<file path="config.mk">
export PLATFORM = sky130hd
export DESIGN_NAME = prc_ram
export DESIGN_NICKNAME = d
export VERILOG_FILES = /design/src/rtl/core/prc_ram.sv
export SDC_FILE = /design/constraint.sdc
export NUM_CORES = 1
export LEC_CHECK = 0
export ABC_AREA = 1
export BUFFER_PORTS_ARGS = -buffer_cell sky130_fd_sc_hd__buf_2
export CAP_MARGIN = 20
export CORE_ASPECT_RATIO = 1.4
export CORE_UTILIZATION = 35
export CTS_CLUSTER_SIZE = 30
export DETAILED_ROUTE_END_ITERATION = 10
export PLACE_DENSITY_LB_ADDON = 0.3
export SYNTH_ARGS = -nofsm -noshare
export SYNTH_HDL_FRONTEND = slang
export SYNTH_SLANG_ARGS = --single-unit
</file>
<file path="constraint.sdc">
create_clock -name clk_i -period 2 [get_ports clk_i]
set_input_delay 0.3 -clock clk_i [delete_from_list [all_inputs] [get_ports clk_i]]
set_output_delay 0.3 -clock clk_i [all_outputs]
set_load 0.03 [all_outputs]
</file>
<file path="src/rtl/core/prc_ram.sv">
// Simple dual-port table RAM with registered read data.
// No dependencies.
module prc_ram #(
  parameter int unsigned DEPTH = 94,
  parameter int unsigned WIDTH = 7
) (
  input  logic                     clk_i,
  input  logic                     we_i,
  input  logic [$clog2(DEPTH)-1:0] waddr_i,
  input  logic [WIDTH-1:0]         wdata_i,
  input  logic [$clog2(DEPTH)-1:0] raddr_i,
  output logic [WIDTH-1:0]         rdata_o
);

  logic [WIDTH-1:0] mem_q [DEPTH];
  logic [WIDTH-1:0] rdata_q;

  always_ff @(posedge clk_i) begin
    if (we_i) begin
      mem_q[waddr_i] <= wdata_i;
    end
    rdata_q <= mem_q[raddr_i];
  end

  assign rdata_o = rdata_q;

endmodule

</file>
# After elaboration in Yosys (flattened, before gate mapping)
# Memories as Yosys holds them, arrays and structs flattened. A register that Yosys moved wholly into a read port is not among the register bits.
# Cells that the tools add are included.
# op_classes
muxes,2
# op_table
op,count
2-to-1 mux 1 bit,2
# totals
in_bits,23
output_inout_bits,7
reg_bits,0
mem_count,1
ramBits,658
wordCells,3
# mem_list
name,depth,width,read_ports,rd_clocked_by_memory_dff,wr,line_no,text
mem_q,94,7,1,1,1,15,logic [WIDTH-1:0] mem_q [DEPTH];

# Depth between registers and ports, before layout
# depth
word_depth,2
ltp_mapped,13
mapped_depth_nobuf,11

# Worst setup path before layout
# Ideal clock, no wire load.
# synth_timing
kind,input to register
start,in we_i
end,mem mem_q[43][0] (enable)
stages,3
path_slack_ns,0.457
required_ns,1.640
path_buffers,1
setup_ns,0.360
arrival_ns,1.183
path_cell_list,clkbuf_1 -> nand3_1 -> nor2_1
# synth_via
elab_chain_len,2
# synth_rtl
item,line_no,text
"start, declared",8,"input logic we_i,"
2-to-1 mux 1 bit,19,if (we_i) begin
2-to-1 mux 1 bit (implied by the code),20,mem_q[waddr_i] <= wdata_i;
"end, declared",15,
# Every way passes these cells.

# Worst setup path in the final report
# layout_timing
start,reg rdata_q[0] (netlist: rdata_o[0]) (read register of mem_q)
end,out rdata_o[0]
# layout_lines
item,line_no,text
"start, declared",16,logic [WIDTH-1:0] rdata_q;
"end, declared",12,output logic [WIDTH-1:0] rdata_o
# No word-level cell between the ends.

==> impl_metrics.prom <==
# TYPE chip_impl_metric gauge
chip_impl_info{name="outcome",value="completed"} 1
chip_impl_metric{name="synth.distinct_cells",unit=""} 21
chip_impl_metric{name="cp_slowest_stage_delay",unit="ns"} 0.48
chip_impl_metric{name="slew_viols_final",unit=""} 0
chip_impl_metric{name="gr-total-overflow",unit=""} 0
chip_impl_info{name="setup.worst_path.start_class",value="register"} 1
chip_impl_metric{name="instances_no_fill",unit=""} 3445
chip_impl_info{name="cts-root-buf",value="sky130_fd_sc_hd__clkbuf_16"} 1
chip_impl_metric{name="cts_repair_resize_count",unit=""} 0
chip_impl_metric{name="maxCapViolations",unit=""} 0
chip_impl_metric{name="synth.yosys.seq_area_share",unit=""} 0.737
chip_impl_metric{name="starting_utilization_of_the_core_area",unit=""} 0.353
chip_impl_info{name="regToRegStartpoint",value="mem_q[8][0]"} 1
chip_impl_metric{name="worst_slew_margin_rel",unit=""} 0.576
chip_impl_metric{name="period_share",unit=""} 0.832
chip_impl_metric{name="setup-violations-final",unit=""} 0
chip_impl_info{name="worst_r2r_endpoint",value="rdata_o[0]"} 1
chip_impl_metric{name="max_freq",unit="GHz"} 0.601
chip_impl_info{name="synthTopCellsByCount",value="sky130_fd_sc_hd__nand2_1 (704), sky130_fd_sc_hd__edfxtp_1 (658), sky130_fd_sc_hd__nand3_1 (435), sky130_fd_sc_hd__nor2_1 (186), sky130_fd_sc_hd__buf_2 (75)"} 1
chip_impl_info{name="path_delay_family",value="flip-flops"} 1
chip_impl_metric{name="globalplace.congestion",unit=""} 0.855
chip_impl_info{name="critPathSlowestCell",value="sky130_fd_sc_hd__dfxtp_1"} 1
chip_impl_metric{name="htreeDepth",unit=""} 2
chip_impl_metric{name="clock_skew",unit="ns"} 0.0139
chip_impl_metric{name="grt_pass1_vias",unit=""} 17900
chip_impl_metric{name="cts_buffers",unit=""} 59
chip_impl_metric{name="final.min_clock_period",unit="ns"} 1.66
chip_impl_info{name="min_delay_worst_endpoint",value="mem_q[76][3]"} 1
chip_impl_metric{name="fin_worst_hold_slack",unit="ns"} 0.0821
chip_impl_metric{name="post_cts_buffers",unit=""} 0
chip_impl_info{name="top_area_cells_in_the_synthesized_netlist",value="sky130_fd_sc_hd__edfxtp_1 (73%), sky130_fd_sc_hd__nand2_1 (9.8%), sky130_fd_sc_hd__nand3_1 (8.1%)"} 1
chip_impl_metric{name="power_leakage",unit="nW"} 11.2
chip_impl_metric{name="reg2reg_slack",unit="ns"} 0.43
chip_impl_metric{name="first_pass_iters",unit=""} 5
chip_impl_info{name="endpoint_kind",value="primary output"} 1
chip_impl_metric{name="count_of_mapped_cells_out_of_synthesis",unit=""} 2300
chip_impl_metric{name="vias",unit=""} 17900
chip_impl_metric{name="clockBufferDepth",unit=""} 3
chip_impl_metric{name="stdcell_area",unit="µm²"} 31400
chip_impl_metric{name="clk_transition_reported_paths",unit="ns"} 0.07
chip_impl_metric{name="gr-usage-all-layers",unit=""} 0.186
chip_impl_metric{name="vdd_ir_drop_max",unit="mV"} 0.735
chip_impl_metric{name="synth.yosys.warnings",unit=""} 0
chip_impl_metric{name="die-height",unit="µm"} 331
chip_impl_metric{name="number_of_antenna_violations_at_the_first_check_in_global_routing",unit=""} 1
chip_impl_metric{name="async_reset_ff_frac",unit=""} 0
chip_impl_metric{name="numPortBuffers",unit=""} 29
chip_impl_metric{name="min_path_cells",unit=""} 1
chip_impl_metric{name="coreArea",unit="µm²"} 76400
chip_impl_metric{name="placedCellCount",unit=""} 3333
chip_impl_info{name="rsz_0062_raised_after_global_routing",value="false"} 1
chip_impl_metric{name="detailed_place_hpwl",unit="µm"} 44800
chip_impl_metric{name="floorplan.die.width",unit="µm"} 237
chip_impl_metric{name="avg_inst_size_synth",unit="µm²"} 11.7
chip_impl_info{name="yosys.cell_count.top_type",value="sky130_fd_sc_hd__nand2_1"} 1
chip_impl_metric{name="wl_per_cell",unit="µm"} 21.1
chip_impl_metric{name="worst_ep_required_time",unit="ns"} 1.70
chip_impl_metric{name="drive_gt1_frac",unit=""} 0.116
chip_impl_metric{name="placementRows",unit=""} 120
chip_impl_info{name="timing.hold.worst.class",value="primary input to register"} 1
chip_impl_metric{name="finish.net_count",unit=""} 2443
chip_impl_metric{name="finalHoldViolations",unit=""} 0
chip_impl_info{name="worstPathCellList",value="buf_2"} 1
chip_impl_metric{name="totalWireLength",unit="µm"} 72600
chip_impl_info{name="min_from",value="wdata_i[3]"} 1
chip_impl_info{name="synth_top_area_cell",value="sky130_fd_sc_hd__edfxtp_1"} 1
chip_impl_metric{name="crit_path_max_fanout",unit=""} 1
chip_impl_metric{name="synthesis_stage_register_bit_count",unit=""} 665
chip_impl_metric{name="critical_path.n_buffers_inverters",unit=""} 1
chip_impl_info{name="crit_path_kind",value="register to primary output"} 1
chip_impl_metric{name="initialDrtViolationCount",unit=""} 1503
chip_impl_metric{name="synth.net_count",unit=""} 2323
chip_impl_metric{name="drt.antenna.violating_nets",unit=""} 0
chip_impl_metric{name="post_cts_hold_buffer_count",unit=""} 2
chip_impl_metric{name="number_of_flops_mapped_to_enable_cells_by_yosys",unit=""} 658
chip_impl_metric{name="synthesis_to_finish_area_growth",unit="%"} 16.5
chip_impl_metric{name="io_pins",unit=""} 30
chip_impl_metric{name="grt_start_max_net_pins",unit=""} 95
chip_impl_metric{name="grt_pass1_wl",unit="µm"} 109000
chip_impl_metric{name="post_drt_via_cell_ratio",unit=""} 5.19
chip_impl_metric{name="clock_sink_count",unit=""} 665
chip_impl_metric{name="remaining_drc_errors",unit=""} 0
chip_impl_metric{name="clock_latency_of_the_later_clocked_register_in_the_worst_skew_pair",unit="ns"} 0.63
chip_impl_info{name="postSynth.topFlopCell",value="sky130_fd_sc_hd__edfxtp_1"} 1
chip_impl_metric{name="antenna_cells_inserted",unit=""} 0
chip_impl_metric{name="power.density_cell_area",unit="nW/µm²"} 912
chip_impl_info{name="tritoncts",value="built"} 1
chip_impl_metric{name="worstMarginPinSlew",unit="ns"} 0.635
chip_impl_metric{name="yosysTopAreaCellShare",unit=""} 0.732
chip_impl_metric{name="timing.critical_path.arrival",unit="ns"} 1.36
chip_impl_metric{name="syn_area",unit="µm²"} 27000
chip_impl_metric{name="die_area",unit="µm²"} 78200
chip_impl_metric{name="detailed_place.area",unit="µm²"} 29500
chip_impl_metric{name="worst_r2r_path_depth",unit=""} 10
[layout by cell type (no fill, tap or decap), types with 10 or more instances in the layout]
master / Yosys / final
sky130_fd_sc_hd__buf_4: 11 / 136
sky130_fd_sc_hd__o22ai_1: 10 / 10
sky130_fd_sc_hd__inv_1: 19 / 19
sky130_fd_sc_hd__clkbuf_1: 40 / 10
sky130_fd_sc_hd__edfxtp_1: 658 / 658
sky130_fd_sc_hd__clkbuf_16: 0 / 61
sky130_fd_sc_hd__buf_12: 0 / 41
sky130_fd_sc_hd__nand2_1: 704 / 704
sky130_fd_sc_hd__clkinv_1: 2 / 17
sky130_fd_sc_hd__buf_2: 75 / 20
sky130_fd_sc_hd__o21ai_0: 70 / 70
sky130_fd_sc_hd__nand3_1: 435 / 435
sky130_fd_sc_hd__nor2_1: 186 / 186
sky130_fd_sc_hd__a21oi_1: 25 / 25
[how the worst max path moves through the flow]
stage / depth (start not counted) / endpoint / slack, ns / startpoint
after floorplan: 3 / mem_q[43][0] / 0.46 / we_i
after global placement: 9 / rdata_o[4] / -0.12 / raddr_i[1]
after detailed placement: 9 / rdata_o[4] / -0.15 / raddr_i[1]
after CTS: 1 / rdata_o[0] / 0.29 / rdata_o[0]
after global routing: 10 / rdata_o[6] / 0.30 / mem_q[49][6]
final: 1 / rdata_o[0] / 0.34 / rdata_o[0]
[where the power goes]
part           switching [mW]  internal [mW]  leakage [nW]
combinational            1.41          0.566          4.27
sequential             0.0314           15.4          5.97
clock                    4.97           6.31         0.924
total                    6.41           22.3          11.2
[through the flow]
stage / power [mW] / setup slack, ns / setup TNS (ns) / util
2_1_floorplan: 16.7 / 0.457 / 0 / -
3_3_place_gp: 17.7 / -0.118 / -0.414 / 0.386
3_5_place_dp: 17.7 / -0.155 / -0.436 / 0.386
4_1_cts: 28.9 / 0.294 / 0 / 0.411
5_1_grt: 29.5 / 0.301 / 0 / 0.411
6_report: 28.7 / 0.336 / 0 / 0.411
[flip-flops by register name, indices dropped and copies added, names as in the netlist]
| register | count |
|---|---|
| mem_q | 658 |
| rdata_o | 7 |
[logic make-up (layout without fill, tap and decap cells)]
group	Yosys count	after routing	share of synthesized area
AOI/OAI and AO/OA	137	137	0.0286
and+or+nand+nor	1333	1333	0.206
buffers and inverters	165	334	0.0282
DFF	665	665	0.737
[metal layers]
layer	GRT usage	wire length, µm	vias to the layer above
met5	0	10	-
met4	0.0647	2240	2
met3	0.0253	3570	121
met2	0.339	37700	527
met1	0.226	29100	8895
li1	-	-	8336
[final cells by class]
| cell class | count | area (µm²) |
|---|---|---|
| clock buffers | 74 | 1610 |
| clock inverters | 36 | 307 |
| fillers | 7066 | 45000 |
| inverters | 24 | 100 |
| multi-input cells | 1470 | 6330 |
| flip-flops and latches | 665 | 19900 |
| well taps | 976 | 1220 |
| repair buffers | 200 | 1980 |
No activity file was read; power rests on OpenSTA's default activity.
