<file path="src/rtl/core/prc_pkg.sv">
// Shared types, constants and helpers for the printable rotor cipher.
// No dependencies.
package prc_pkg;

  localparam int unsigned RingSize  = 94;
  localparam logic [6:0]  RingLast  = 7'd93;
  localparam logic [7:0]  RingMod   = 8'd94;
  localparam logic [14:0] SeedInit  = 15'd123;
  localparam logic [3:0]  KeyLast   = 4'd12;
  localparam logic [14:0] RecipMul  = 15'd22310;  // floor(2^21 / 94)
  localparam int unsigned RecipShift = 21;
  localparam logic [7:0]  PrintLo   = 8'd32;
  localparam logic [7:0]  PrintHi   = 8'd125;

  localparam logic        OpRekey   = 1'b0;
  localparam logic        OpXform   = 1'b1;

  localparam logic [1:0]  CfgKeyLow  = 2'd0;
  localparam logic [1:0]  CfgKeyHigh = 2'd1;

  typedef struct packed {
    logic       operation;
    logic [7:0] in_char;
  } prc_in_t;

  typedef struct packed {
    logic [7:0] out_char;
    logic       passed_through;
  } prc_out_t;

  typedef struct packed {
    logic init;
    logic mix;
    logic draw;
  } prc_draw_cmd_t;

  // wrap a value below 2*94 back onto the ring
  function automatic logic [6:0] ring_wrap(input logic [7:0] x);
    logic [7:0] r;
    r = (x >= RingMod) ? (x - RingMod) : x;
    return r[6:0];
  endfunction

endpackage

</file>
<file path="src/rtl/core/prc_draw.sv">
// Key schedule seed generator: seed mixing and draws reduced mod 94.
// Depends on prc_pkg.
module prc_draw import prc_pkg::*; (
  input  logic          clk_i,
  input  logic          rst_ni,
  input  prc_draw_cmd_t cmd_i,
  input  logic [7:0]    key_byte_i,
  input  logic [3:0]    idx_i,
  output logic          done_o,
  output logic [6:0]    k_o
);

  logic [14:0] seed_q, seed_d;
  logic [29:0] prod_q;
  logic        st1_q, st2_q, done_q;
  logic [6:0]  k_q;
  logic [8:0]  quot;
  logic [15:0] rem;
  logic [15:0] rem_fix;

  always_comb begin
    seed_d = seed_q;
    if (cmd_i.init) begin
      seed_d = SeedInit;
    end else if (cmd_i.mix) begin
      seed_d = 15'(23'(seed_q) * 23'(key_byte_i) + 23'(idx_i));
    end else if (cmd_i.draw) begin
      seed_d = 15'(18'(seed_q) * 18'd5 + 18'(key_byte_i));
    end
  end

  assign quot    = prod_q[RecipShift +: 9];
  assign rem     = 16'(seed_q) - 16'(quot) * 16'(RingMod);
  assign rem_fix = (rem >= 16'(RingMod)) ? (rem - 16'(RingMod)) : rem;

  always_ff @(posedge clk_i) begin
    seed_q <= seed_d;
    if (st1_q) begin
      prod_q <= 30'(seed_q) * 30'(RecipMul);
    end
    if (st2_q) begin
      k_q <= rem_fix[6:0];
    end
  end

  always_ff @(posedge clk_i or negedge rst_ni) begin
    if (!rst_ni) begin
      st1_q  <= 1'b0;
      st2_q  <= 1'b0;
      done_q <= 1'b0;
    end else begin
      st1_q  <= cmd_i.draw;
      st2_q  <= st1_q;
      done_q <= st2_q;
    end
  end

  assign done_o = done_q;
  assign k_o    = k_q;

endmodule

</file>
<file path="config.mk">
export PLATFORM = sky130hd
export DESIGN_NAME = prc_draw
export DESIGN_NICKNAME = d
export VERILOG_FILES = /design/src/rtl/core/prc_pkg.sv /design/src/rtl/core/prc_draw.sv
export SDC_FILE = /design/constraint.sdc
export NUM_CORES = 1
export LEC_CHECK = 0
export BUFFER_PORTS_ARGS = -buffer_cell sky130_fd_sc_hd__buf_4
export CAP_MARGIN = 5
export CELL_PAD_IN_SITES_DETAIL_PLACEMENT = 1
export CELL_PAD_IN_SITES_GLOBAL_PLACEMENT = 1
export CORE_MARGIN = 2
export CORE_UTILIZATION = 35
export DETAILED_ROUTE_END_ITERATION = 10
export GPL_ROUTABILITY_DRIVEN = 0
export GPL_TIMING_DRIVEN = 0
export HOLD_SLACK_MARGIN = 0.1
export PLACE_DENSITY_LB_ADDON = 0.1
export SLEW_MARGIN = 30
export SYNTH_ARGS = -nofsm -noshare
export SYNTH_HDL_FRONTEND = slang
export SYNTH_SLANG_ARGS = --single-unit
</file>
<file path="constraint.sdc">
create_clock -name clk_i -period 10.95 [get_ports clk_i]
set_input_delay 0.5475 -clock clk_i [delete_from_list [all_inputs] [get_ports clk_i]]
set_output_delay 0.5475 -clock clk_i [all_outputs]
set_load 0.02 [all_outputs]
</file>
* Yosys cells after proc, flatten, opt, wreduce, memory -nomap -nowiden
Cells that the tools add are included.
Operators by class: mux-type cells 3, multipliers 4, add/sub/neg operators 4, reduce and logical (&&, ||, !) cells 1, magnitude comparators 1
Operators with widths (number):
- 15-bit 2-to-1 mux | 2
- 15-bit by 14-bit multiplier with 29-bit output, second input constant | 1
- 16-bit by 7-bit >= comparator with 1-bit output, second input constant | 1
- 15-bit by 16-bit subtractor with 16-bit output | 1
- 15-bit by 4-bit adder with 15-bit output | 1
- 15-bit by 8-bit adder with 15-bit output | 1
- 15-bit by 3-bit multiplier with 15-bit output, second input constant | 1
- 15-bit by 8-bit multiplier with 15-bit output | 1
- 9-bit by 6-bit multiplier with 15-bit output, second input constant | 1
- 7-bit 2-to-1 mux | 1
- 7-bit subtractor, second input constant | 1
- 2-bit nonzero test | 1
Storage, ports and cells: register bits after elaboration 54, logic and storage cells 19, output and inout bits 8, input port bits 17

* Depth between registers and ports, before layout
Gate-level depths: netlist (run 1).
depth in word-level cells 4, depth in mapped cells 25, depth with buffers taken out 24

* Worst setup path before layout (run 1)
OpenSTA, ideal clock, no wires.
kind register to register, start register prod_q[23], end register k_q[2] (netlist: k_o[2]) (data pin), path buffers 1, data arrival time 5.287 ns, library setup time 0.260 ns, cell stages (with the launch flop) 25, slack 5.403 ns, cell sequence edfxtp_1 inv_1 fa_1 inv_1 ha_1 inv_1 fa_1 inv_1 fa_1 a21o_1 a21oi_1 o21bai_1 a21oi_1 o21bai_1 a21oi_1 xnor2_1 ha_1 clkbuf_1 nand3_1 a211oi_1 nor3_1 a21oi_1 xnor3_1 nor2_4 mux2_4
Between the ends: word-level cells in the longest chain between the ends 4
Ends and longest elaborated chain:
- from (decl) | line prc_draw.sv:14 | logic [29:0] prod_q;
- from (signal assigned) | line prc_draw.sv:39 | prod_q <= 30'(seed_q) * 30'(RecipMul);
- 9-bit by 6-bit multiplier with 15-bit output | line prc_draw.sv:33 | assign rem = 16'(seed_q) - 16'(quot) * 16'(RingMod);
- 15-bit by 16-bit subtractor with 16-bit output | line prc_draw.sv:33
- 16-bit by 7-bit >= comparator with 1-bit output | line prc_draw.sv:34 | assign rem_fix = (rem >= 16'(RingMod)) ? (rem - 16'(RingMod)) : rem;
- 7-bit 2-to-1 mux | line prc_draw.sv:34
- net rem_fix[2] | line prc_draw.sv:19 | logic [15:0] rem_fix;
- to (signal assigned) | line prc_draw.sv:42 | k_q <= rem_fix[6:0];
- to (decl) | line prc_draw.sv:16 | logic [6:0] k_q;
The timed path passes the listed nets, and every way through them passes these cells. A chain may end at the register's enable or synchronous reset.

* Final worst setup path (run 1)
Same ends and word-level chain as after synthesis.

==> results.tsv, run 1 <==
stage	metric	value	unit
worst_setup_path	crit_type	reg2reg	
drt	routed_wl	26820	um
global_route	grt-ovfl-total	0	
final_layout	regArea	862.1	um^2
sta	setup_viol	0	
floorplanning	dieArea	0.03147	mm^2
sta	clock_skew	11.80	ps
yosys	synthCells	1124	
drt	firstDrtPassIters	4	
sta	fmax	158.9	MHz
yosys	synthXorXnorAreaFrac	0.04958	
worst_setup_path	crit_fanout	9	
sta	hold_slack	421.7	ps
yosys	syn_avg_cell_area	9.363	um^2
sta	fin_setup_tns	0	ps
global_route	grt_pass1_vias	8439	
drt	drt_iter0_drc	341	
final_layout	mostFrequentLayoutCell	inv_1	
worst_setup_path	startpoint_type	register	
yosys	seq_area_frac_synth	0.08132	
placed_design	hpwl	22420	um
final_layout	drive_above_1_share	0.04679	
drt	top_layer	met4	
floorplanning	initial_utilization	0.3551	
final_layout	layout_common_cells	inv_1 (259), ha_1 (228), fa_1 (147), nand2_1 (55), a21oi_1 (52)	
global_route	grtUsageTotal	0.1867	
worst_setup_path	worstPathCellList	inv_1, fa_1, inv_1, ha_1, inv_1, fa_1, inv_1, fa_1, a21o_1, a21oi_1, o21bai_1, a21oi_1, o21bai_1, a21oi_1, xnor2_1, ha_1, clkbuf_1, nand3_1, a211oi_1, nor3_1, a21oi_1, xnor3_1, nor2_4, mux2_4	
drt	via_count	7638	
yosys	synth-adder-area-share	0.5507	
sta	finalHoldViolations	0	
placed_design	io_buffers	21	
worst_setup_path	critPathBufInv	5	
drt	wl_per_cell	17.37	um
floorplanning	pin_count	25	
sta	relSlewSlack	0.3413	
clock_network	clk_pin_slew	60	ps
worst_setup_path	end_kind	register	
drt	vias_per_cell	4.947	
final_layout	final_util	0.3831	
clock_network	cts_resized	0	
clock_network	post_cts_buffers	0	
sta	period_share	0.5749	
worst_setup_path	cpMaxStageDelayCell	fa_1	
outcome	status	completed	
clock_network	clockRootBuffer	clkbuf_16	
worst_setup_path	slowest_delay	540	ps
floorplanning	die_w	177.4	um
final_layout	multiInputGateArea	0.008632	mm^2
run	cap_viol_max_count	0	
global_route	grt_max_degree	19	
placed_design	dpl_cell_area	0.01117	mm^2
clock_network	cts_max_level	2	
final_layout	syn_to_final_growth	7.883	%
yosys	synth_fp_nets	1516	
final_layout	fill_cells	3501	
yosys	synth_top_family_by_area	adder cells	
clock_network	cts_tree	done	
floorplanning	die_y	177.4	um
global_route	antenna_found_initial	0	
floorplanning	core	0.02964	mm^2
yosys	ys_warn_count	0	
drt	ant_nets	0	
clock_network	clk_latency	300	ps
clock_network	cts.sinks	34	
yosys	yosys_register_bits	34	
yosys	ys_types	65	
worst_setup_path	worstPathRequired	11000	ps
yosys	yosys.area_share.simple	0.1011	
sta	min_period	6295	ps
yosys	synth_edf_count	16	
global_route	grt_pass1_wl	45550	um
yosys	synth_compound_area_frac	0.1088	
final_layout	stdcell_area	0.01135	mm^2
clock_network	cts_max_path_buffers	2	
drt	wl_met2	12030	um
yosys	syn_area	0.01052	mm^2
floorplanning	row_count	63	
worst_setup_path	crit_arrival	6340	ps
worst_hold_path	hold_class	in2reg	
sta	final_max_slew_viol_count	0	
drt	drc_errors	0	
drt	wl_met3	584	um
yosys	synthFlopType	edfxtp_1	
final_layout	finalNetCount	1545	
worst_setup_path	crit_family	adder cells	
clock_network	cts-buffers-inserted	5	
yosys	synth_mux_area_frac	0.01011	
sta	worst_pin_slew	986.7	ps
yosys	synthArstFlopShare	0.08824	
drt	wl_met1	14000	um
final_layout	n_antenna_cell	0	
sta	grt_setup_unrepaired	no	
-- timing repair --
item	in CTS	in global routing
setup endpoints to repair	0	0
hold endpoints to repair	3	0
hold buffers	1	0
-- worst paths after layout --
check                                startpoint          endpoint  slack, ps  cells past startpoint
min in group asynchronous                rst_ni  done_o$_DFF_PN0_        580                      2
setup / recovery           prod_q[23]$_DFFE_PP_  k_o[2]$_DFFE_PP_       4650                     24
hold / removal                         cmd_i[0]   st1_q$_DFF_PN0_        420                      1
hold reg to reg                 st1_q$_DFF_PN0_   st2_q$_DFF_PN0_        640                      0
setup reg to reg           prod_q[23]$_DFFE_PP_  k_o[2]$_DFFE_PP_       4650                     24
max in group asynchronous                rst_ni   st2_q$_DFF_PN0_      10280                      2
-- area by class of cell --
type	instances	area share
Inverter	259	0.08563
Clock buffer	8	0.01477
Buffer	16	0.005620
Tap cell	390	0.04298
Sequential cell	34	0.07593
Multi-Input combinational cell	815	0.7603
Timing Repair Buffer	22	0.01477
-- layer usage --
metal,vias up,track usage
met4,0,0.02596
met3,9,0.01757
met2,60,0.3030
met1,3822,0.2748
li1,3747,-
met5,-,0
-- per-stage QoR --
step                instances  setup WS (ps)
floorplan                1124           5403
global placement         1535           4614
detailed placement       1535           4612
CTS                      1544           4615
global route             1544           4187
finish                   1544           4655
-- registers in the layout, indices dropped and copies added, names as in the netlist --
register  flops
done_o        1
k_o           7
prod_q        9
seed_q       15
st1_q         1
st2_q         1
-- cell usage after synthesis (all sizes together), types with 10 or more instances --
master	instances	area [um^2]
a211oi	14	105.1
fa	147	2943
nor3	23	120.1
dfxtp	15	300.3
ha	228	2853
nand2	55	206.5
xor2	18	157.7
a21o	17	128.9
clkbuf	14	53.80
inv	259	972.2
a21oi	52	260.3
xnor2	39	341.6
o21ai	23	115.1
and2	45	281.5
o21a	10	75.07
nor2	34	135.1
edfxtp	16	480.5
-- cells by family after synthesis --
group,after synthesis
DFF,34
buffers and inverters,275
AOI/OAI and AO/OA,166
adders and majority gates,375
muxes,10
xor gates and xnor gates,58
and+or+nand+nor,206
Power of run 1 is not shown: default switching activity piles up to over one toggle a cycle in this logic, so the estimate is an artifact.
==> inputs of run 2 (changes only) <==
Clock period 10.95 ns to 5.1 ns, I/O delays scaled along.
==> run 2 against run 1 <==
- the run now ends with negative setup slack left
- largest cell class unchanged
- highest routed layer unchanged
- cell count is 4.4% higher
- flip-flop and latch count stayed put
- setup slack worse by 5000 ps
- die area stayed put
==> results.tsv, run 2 (same netlist as run 1, synthesis figures left out) <==
stage	metric	value	unit	change
outcome	violations	negative setup slack		
final_layout	syn_to_final_growth	16.50	%	
drt	ant_nets	0		unchanged
sta	min_period	5397	ps	-898.6 ps
worst_setup_path	worstPathRequired	5150	ps	-5850 ps
drt	firstDrtPassIters	4		unchanged
final_layout	layout_common_cells	inv_1 (254), ha_1 (215), fa_1 (144), buf_4 (85), nand2_1 (54)		
clock_network	clk_latency	300	ps	about the same
sta	final_max_slew_viol_count	0		unchanged
final_layout	largest_reg_flops	15		unchanged
floorplanning	die_y	177.4	um	unchanged
sta	setup_viol	6		+6
sta	fmax	185.3	MHz	+17%
worst_hold_path	min_from	cmd_i[0]		
sta	worst_pin_slew	645.9	ps	-340.8 ps
drt	drc_errors	0		unchanged
sta	clock_skew	8.811	ps	-2.989 ps
worst_setup_path	crit_arrival	5450	ps	-890 ps
clock_network	clockRootBuffer	clkbuf_16		
final_layout	drive_above_1_share	0.1538		+0.1071
final_layout	largest_register	seed_q		
global_route	grt_pass1_wl	47380	um	+4.0%
clock_network	cts_max_level	2		unchanged
global_route	antenna_found_initial	1		+1
global_route	grt_pass1_vias	8875		+5.2%
sta	period_share	1.058		+0.4833
placed_design	hpwl	22530	um	+0.48%
floorplanning	initial_utilization	0.3551		unchanged
sta	layout_setup_ws	-296.5	ps	-4951 ps
sta	grt_setup_unrepaired	yes		
global_route	grt-ovfl-total	0		unchanged
drt	via_count	7899		+3.4%
floorplanning	core	0.02964	mm^2	unchanged
drt	routed_wl	28410	um	+5.9%
drt	drt_iter0_drc	258		-24%
sta	fin_setup_tns	-1386	ps	-1386 ps
worst_setup_path	end_kind	register		
worst_hold_path	min_delay_path_depth	1		unchanged
worst_setup_path	crit_fanout	4		-5
clock_network	cts-buffers-inserted	5		unchanged
drt	wl_per_cell	17.62	um	+1.5%
worst_setup_path	startpoint_type	register		
outcome	status	complete, but fails checks		
worst_hold_path	whs_endpoint	st1_q$_DFF_PN0_		
placed_design	dp_worst_setup_slack	-811.9	ps	-5424 ps
floorplanning	die_w	177.4	um	unchanged
worst_hold_path	hold_class	in2reg		
floorplanning	dieArea	0.03147	mm^2	unchanged
sta	finalHoldViolations	0		unchanged
floorplanning	pin_count	25		unchanged
drt	vias_per_cell	4.900		-0.95%
floorplanning	row_count	63		unchanged
worst_setup_path	ff2ff_path_depth	22		-8.3%
worst_setup_path	worst-r2r-setup-slack	-300	ps	-4950 ps
final_layout	mostFrequentLayoutCell	inv_1		
worst_setup_path	r2r-end	k_o[2]$_DFFE_PP_		
worst_setup_path	r2r_start	prod_q[26]$_DFFE_PP_		
final_layout	finalNetCount	1613		+4.4%
placed_design	io_buffers	21		unchanged
clock_network	clk_pin_slew	60	ps	about the same
clock_network	cts.sinks	34		unchanged
global_route	grtUsageTotal	0.1955		+0.008723
clock_network	cts_max_path_buffers	2		unchanged
clock_network	cts_tree	done		
global_route	grt_max_degree	15		-4
final_layout	n_antenna_cell	0		unchanged
sta	relSlewSlack	0.5694		+0.2281
run	cap_viol_max_count	0		unchanged
worst_setup_path	crit_type	reg2reg		
run 2: layout make-up:
class / instances / area (um^2)
Buffer: 14 / 65.06
Clock buffer: 8 / 167.7
Fill cell: 3448 / 17380
Inverter: 259 / 975.9
Multi-Input combinational cell: 815 / 8941
Sequential cell: 34 / 907.1
Tap cell: 390 / 488.0
Timing Repair Buffer: 92 / 715.7
run 2: per-stage QoR:
stage	hold WS [ps]	std cells	utilization	cell area, um^2
after CTS	129.9	1605	0.4063	12040
after detailed placement	48.17	1535	0.3779	11200
after global routing	124.2	1612	0.4137	12260
final	130.0	1612	0.4137	12260
after global placement	44.77	1535	0.3777	11200
after floorplan	-40.59	1124	-	10550
run 2: metal layers:
layer	share of wire	track usage	vias up	wire length, um
met5	0	0	-	0
met4	0.0059	0.02254	0	168
met3	0.042	0.01671	14	1201
met2	0.45	0.3198	76	12770
met1	0.50	0.2881	3935	14270
li1	-	-	3874	-
run 2: repair_timing:
action	4_1_cts	5_1_grt
setup buffers	61	9
gates resized for setup	52	41
pin swaps	35	33
hold endpoints to repair	3	0
setup endpoints to repair	20	16
hold buffers	1	0
run 2: worst max path at each step:
stage	end	cells past startpoint	from	slack (ps)
after floorplan	k_o[2]$_DFFE_PP_	23	prod_q[23]$_DFFE_PP_	-150
after global placement	k_o[2]$_DFFE_PP_	24	prod_q[23]$_DFFE_PP_	-770
after CTS	k_o[2]$_DFFE_PP_	22	prod_q[26]$_DFFE_PP_	-340
after global routing	k_o[2]$_DFFE_PP_	22	prod_q[26]$_DFFE_PP_	-520
after detailed placement	k_o[2]$_DFFE_PP_	24	prod_q[23]$_DFFE_PP_	-810
final	k_o[2]$_DFFE_PP_	22	prod_q[26]$_DFFE_PP_	-300
run 2: worst max-delay path, stage by stage (launching register included):
cell and delay, ps:
edfxtp_1 420, buf_6 150, buf_6 110, fa_1 520
inv_1 50, fa_1 450, fa_1 530, inv_2 50
ha_4 280, a21oi_4 60, o21bai_4 130, a21oi_2 70
o21bai_1 160, a21oi_2 100, o2111a_1 260, a311oi_2 200
ha_2 330, or3_4 340, o31ai_4 220, a2111oi_4 50
nand4b_4 230, nor2_4 150, mux2_4 300
Power of run 2 is left out for the same reason.
==> inputs of run 3 (changes only) <==
Settings changed: MAX_ROUTING_LAYER set to met4.
==> run 3 against run 2 <==
- setup slack better by 1.5 ps
- clock skew about the same
- critical path depth unchanged
- non-clock buffer count unchanged
- utilization about the same
- flip-flop and latch count unchanged
- die area unchanged
- the run still ends with negative setup slack left
- fmax about the same
- register-to-register slack about the same
- critical endpoint unchanged
==> results.tsv, run 3 (same netlist as run 1, synthesis figures left out) <==
stage	metric	value	unit	change
worst_hold_path	min_from	cmd_i[0]		
clock_network	cts_max_level	2		unchanged
clock_network	cts-buffers-inserted	5		unchanged
global_route	grtUsageTotal	0.2012		+0.005688
worst_setup_path	end_kind	register		
final_layout	layout_common_cells	inv_1 (254), ha_1 (214), fa_1 (143), buf_4 (85), nand2_1 (54)		
worst_setup_path	r2r_start	prod_q[26]$_DFFE_PP_		
floorplanning	core	0.02964	mm^2	unchanged
worst_setup_path	cp.depth	22		unchanged
worst_setup_path	worstPathRequired	5150	ps	about the same
outcome	status	complete, but fails checks		
floorplanning	initial_utilization	0.3551		unchanged
sta	setup_viol	6		unchanged
worst_setup_path	crit_fanout	4		unchanged
drt	drc_errors	0		unchanged
final_layout	n_antenna_cell	0		unchanged
clock_network	cts.sinks	34		unchanged
placed_design	dpl_cell_area	0.01120	mm^2	unchanged
clock_network	clk_pin_slew	60	ps	about the same
worst_hold_path	min_delay_path_depth	1		unchanged
clock_network	clockRootBuffer	clkbuf_16		
placed_design	hpwl	22530	um	unchanged
floorplanning	die_y	177.4	um	unchanged
worst_setup_path	crit_family	adder cells		
floorplanning	pin_count	25		unchanged
drt	via_count	7895		-0.051%
drt	firstDrtPassIters	4		unchanged
worst_setup_path	crit_start	prod_q[26]$_DFFE_PP_		
final_layout	syn_to_final_growth	16.55	%	about the same
outcome	violations	negative setup slack		
worst_setup_path	worstPathCellList	buf_6, buf_6, fa_1, inv_1, fa_1, fa_1, inv_2, ha_4, a21oi_4, o21bai_4, a21oi_2, o21bai_1, a21oi_2, o2111a_1, a311oi_2, ha_2, or3_4, o31ai_4, a2111oi_4, nand4b_4, nor2_4, mux2_4		
worst_setup_path	crit_arrival	5450	ps	about the same
sta	final_max_slew_viol_count	0		unchanged
run	cap_viol_max_count	0		unchanged
floorplanning	row_count	63		unchanged
worst_setup_path	cpMaxStageDelayCell	fa_1		
global_route	grt-ovfl-total	0		unchanged
global_route	grt_pass1_wl	47380	um	unchanged
sta	grt_setup_unrepaired	yes		
worst_setup_path	critPathBufInv	4		unchanged
sta	finalHoldViolations	0		unchanged
sta	min_period	5395	ps	-1.523 ps
worst_setup_path	ff2ff_path_depth	22		unchanged
final_layout	stdcell_area	0.01227	mm^2	about the same
drt	wl_per_cell	17.63	um	about the same
placed_design	io_buffers	21		unchanged
drt	drt_iter0_drc	282		+9.3%
final_layout	largest_reg_flops	15		unchanged
global_route	antenna_found_initial	1		unchanged
worst_setup_path	crit_type	reg2reg		
global_route	grt_max_degree	15		unchanged
worst_setup_path	slowest_delay	530	ps	about the same
final_layout	largest_register	seed_q		
drt	ant_nets	0		unchanged
sta	worst_pin_slew	643.1	ps	-2.781 ps
drt	vias_per_cell	4.898		about the same
final_layout	mostFrequentLayoutCell	inv_1		
sta	relSlewSlack	0.5712		+0.001854
clock_network	clk_latency	300	ps	about the same
worst_hold_path	hold_class	in2reg		
sta	period_share	1.058		about the same
global_route	grt_pass1_vias	8874		-0.011%
floorplanning	die_w	177.4	um	unchanged
sta	fmax	185.4	MHz	about the same
final_layout	finalNetCount	1613		unchanged
floorplanning	dieArea	0.03147	mm^2	unchanged
drt	routed_wl	28420	um	about the same
clock_network	cts_max_path_buffers	2		unchanged
worst_setup_path	startpoint_type	register		
clock_network	cts_tree	done		
final_layout	drive_above_1_share	0.1555		+0.001637
sta	layout_setup_ws	-295.0	ps	+1.523 ps
worst_setup_path	crit_path_frequent_cell	fa_1		
sta	clock_skew	8.739	ps	-0.07214 ps
run 3: path summary, 6_finish.rpt:
kind / to / slack [ps]
setup / recovery: k_o[2]$_DFFE_PP_ / -300
hold / removal: st1_q$_DFF_PN0_ / 130
setup reg to reg: k_o[2]$_DFFE_PP_ / -300
hold reg to reg: st2_q$_DFF_PN0_ / 650
max in group asynchronous: done_o$_DFF_PN0_ / 4720
min in group asynchronous: st2_q$_DFF_PN0_ / 290
run 3: area by class of cell:
class | count | area (um^2)
tap | 390 | 488.0
multi-input combinational | 815 | 8946
inverter | 259 | 975.9
timing repair buffer | 92 | 715.7
sequential | 34 | 907.1
fill | 3447 | 17370
clock buffer | 8 | 167.7
buffer | 14 | 65.06
run 3: layer usage:
metal	part of all wire	track usage
met2	0.45	0.3203
met3	0.036	0.01671
met4	0.0058	0.02254
met1	0.51	0.2876
met5	0	-
run 3: repair_timing:
action                     in CTS  in global routing
pin swaps                      35                 34
buffers inserted               61                  9
setup endpoints to repair      20                 16
hold endpoints to repair        3                  0
hold buffers                    1                  0
gates resized for setup        52                 43
run 3: worst reg2reg max path: cells and delay by family, from the launching register on:
family,cells,cell delay [ps]
fa+ha+maj,5,2110
mux,1,300
compound gates,9,1250
buf+inv,4,360
flops,1,410
simple gates,3,720
run 3: through the flow:
stage          utilization  TNS, ps  setup slack, ps  hold slack [ps]  std cells
4_1_cts             0.4063    -1673           -340.0            129.9       1605
3_3_place_gp        0.3777    -9026           -770.6            44.77       1535
2_1_floorplan            -   -153.0           -153.0           -40.59       1124
6_report            0.4138    -1351           -295.0            130.0       1612
3_5_place_dp        0.3779    -8998           -811.9            48.17       1535
5_1_grt             0.4138    -3495           -514.1            124.2       1612
Power of run 3 is left out for the same reason.
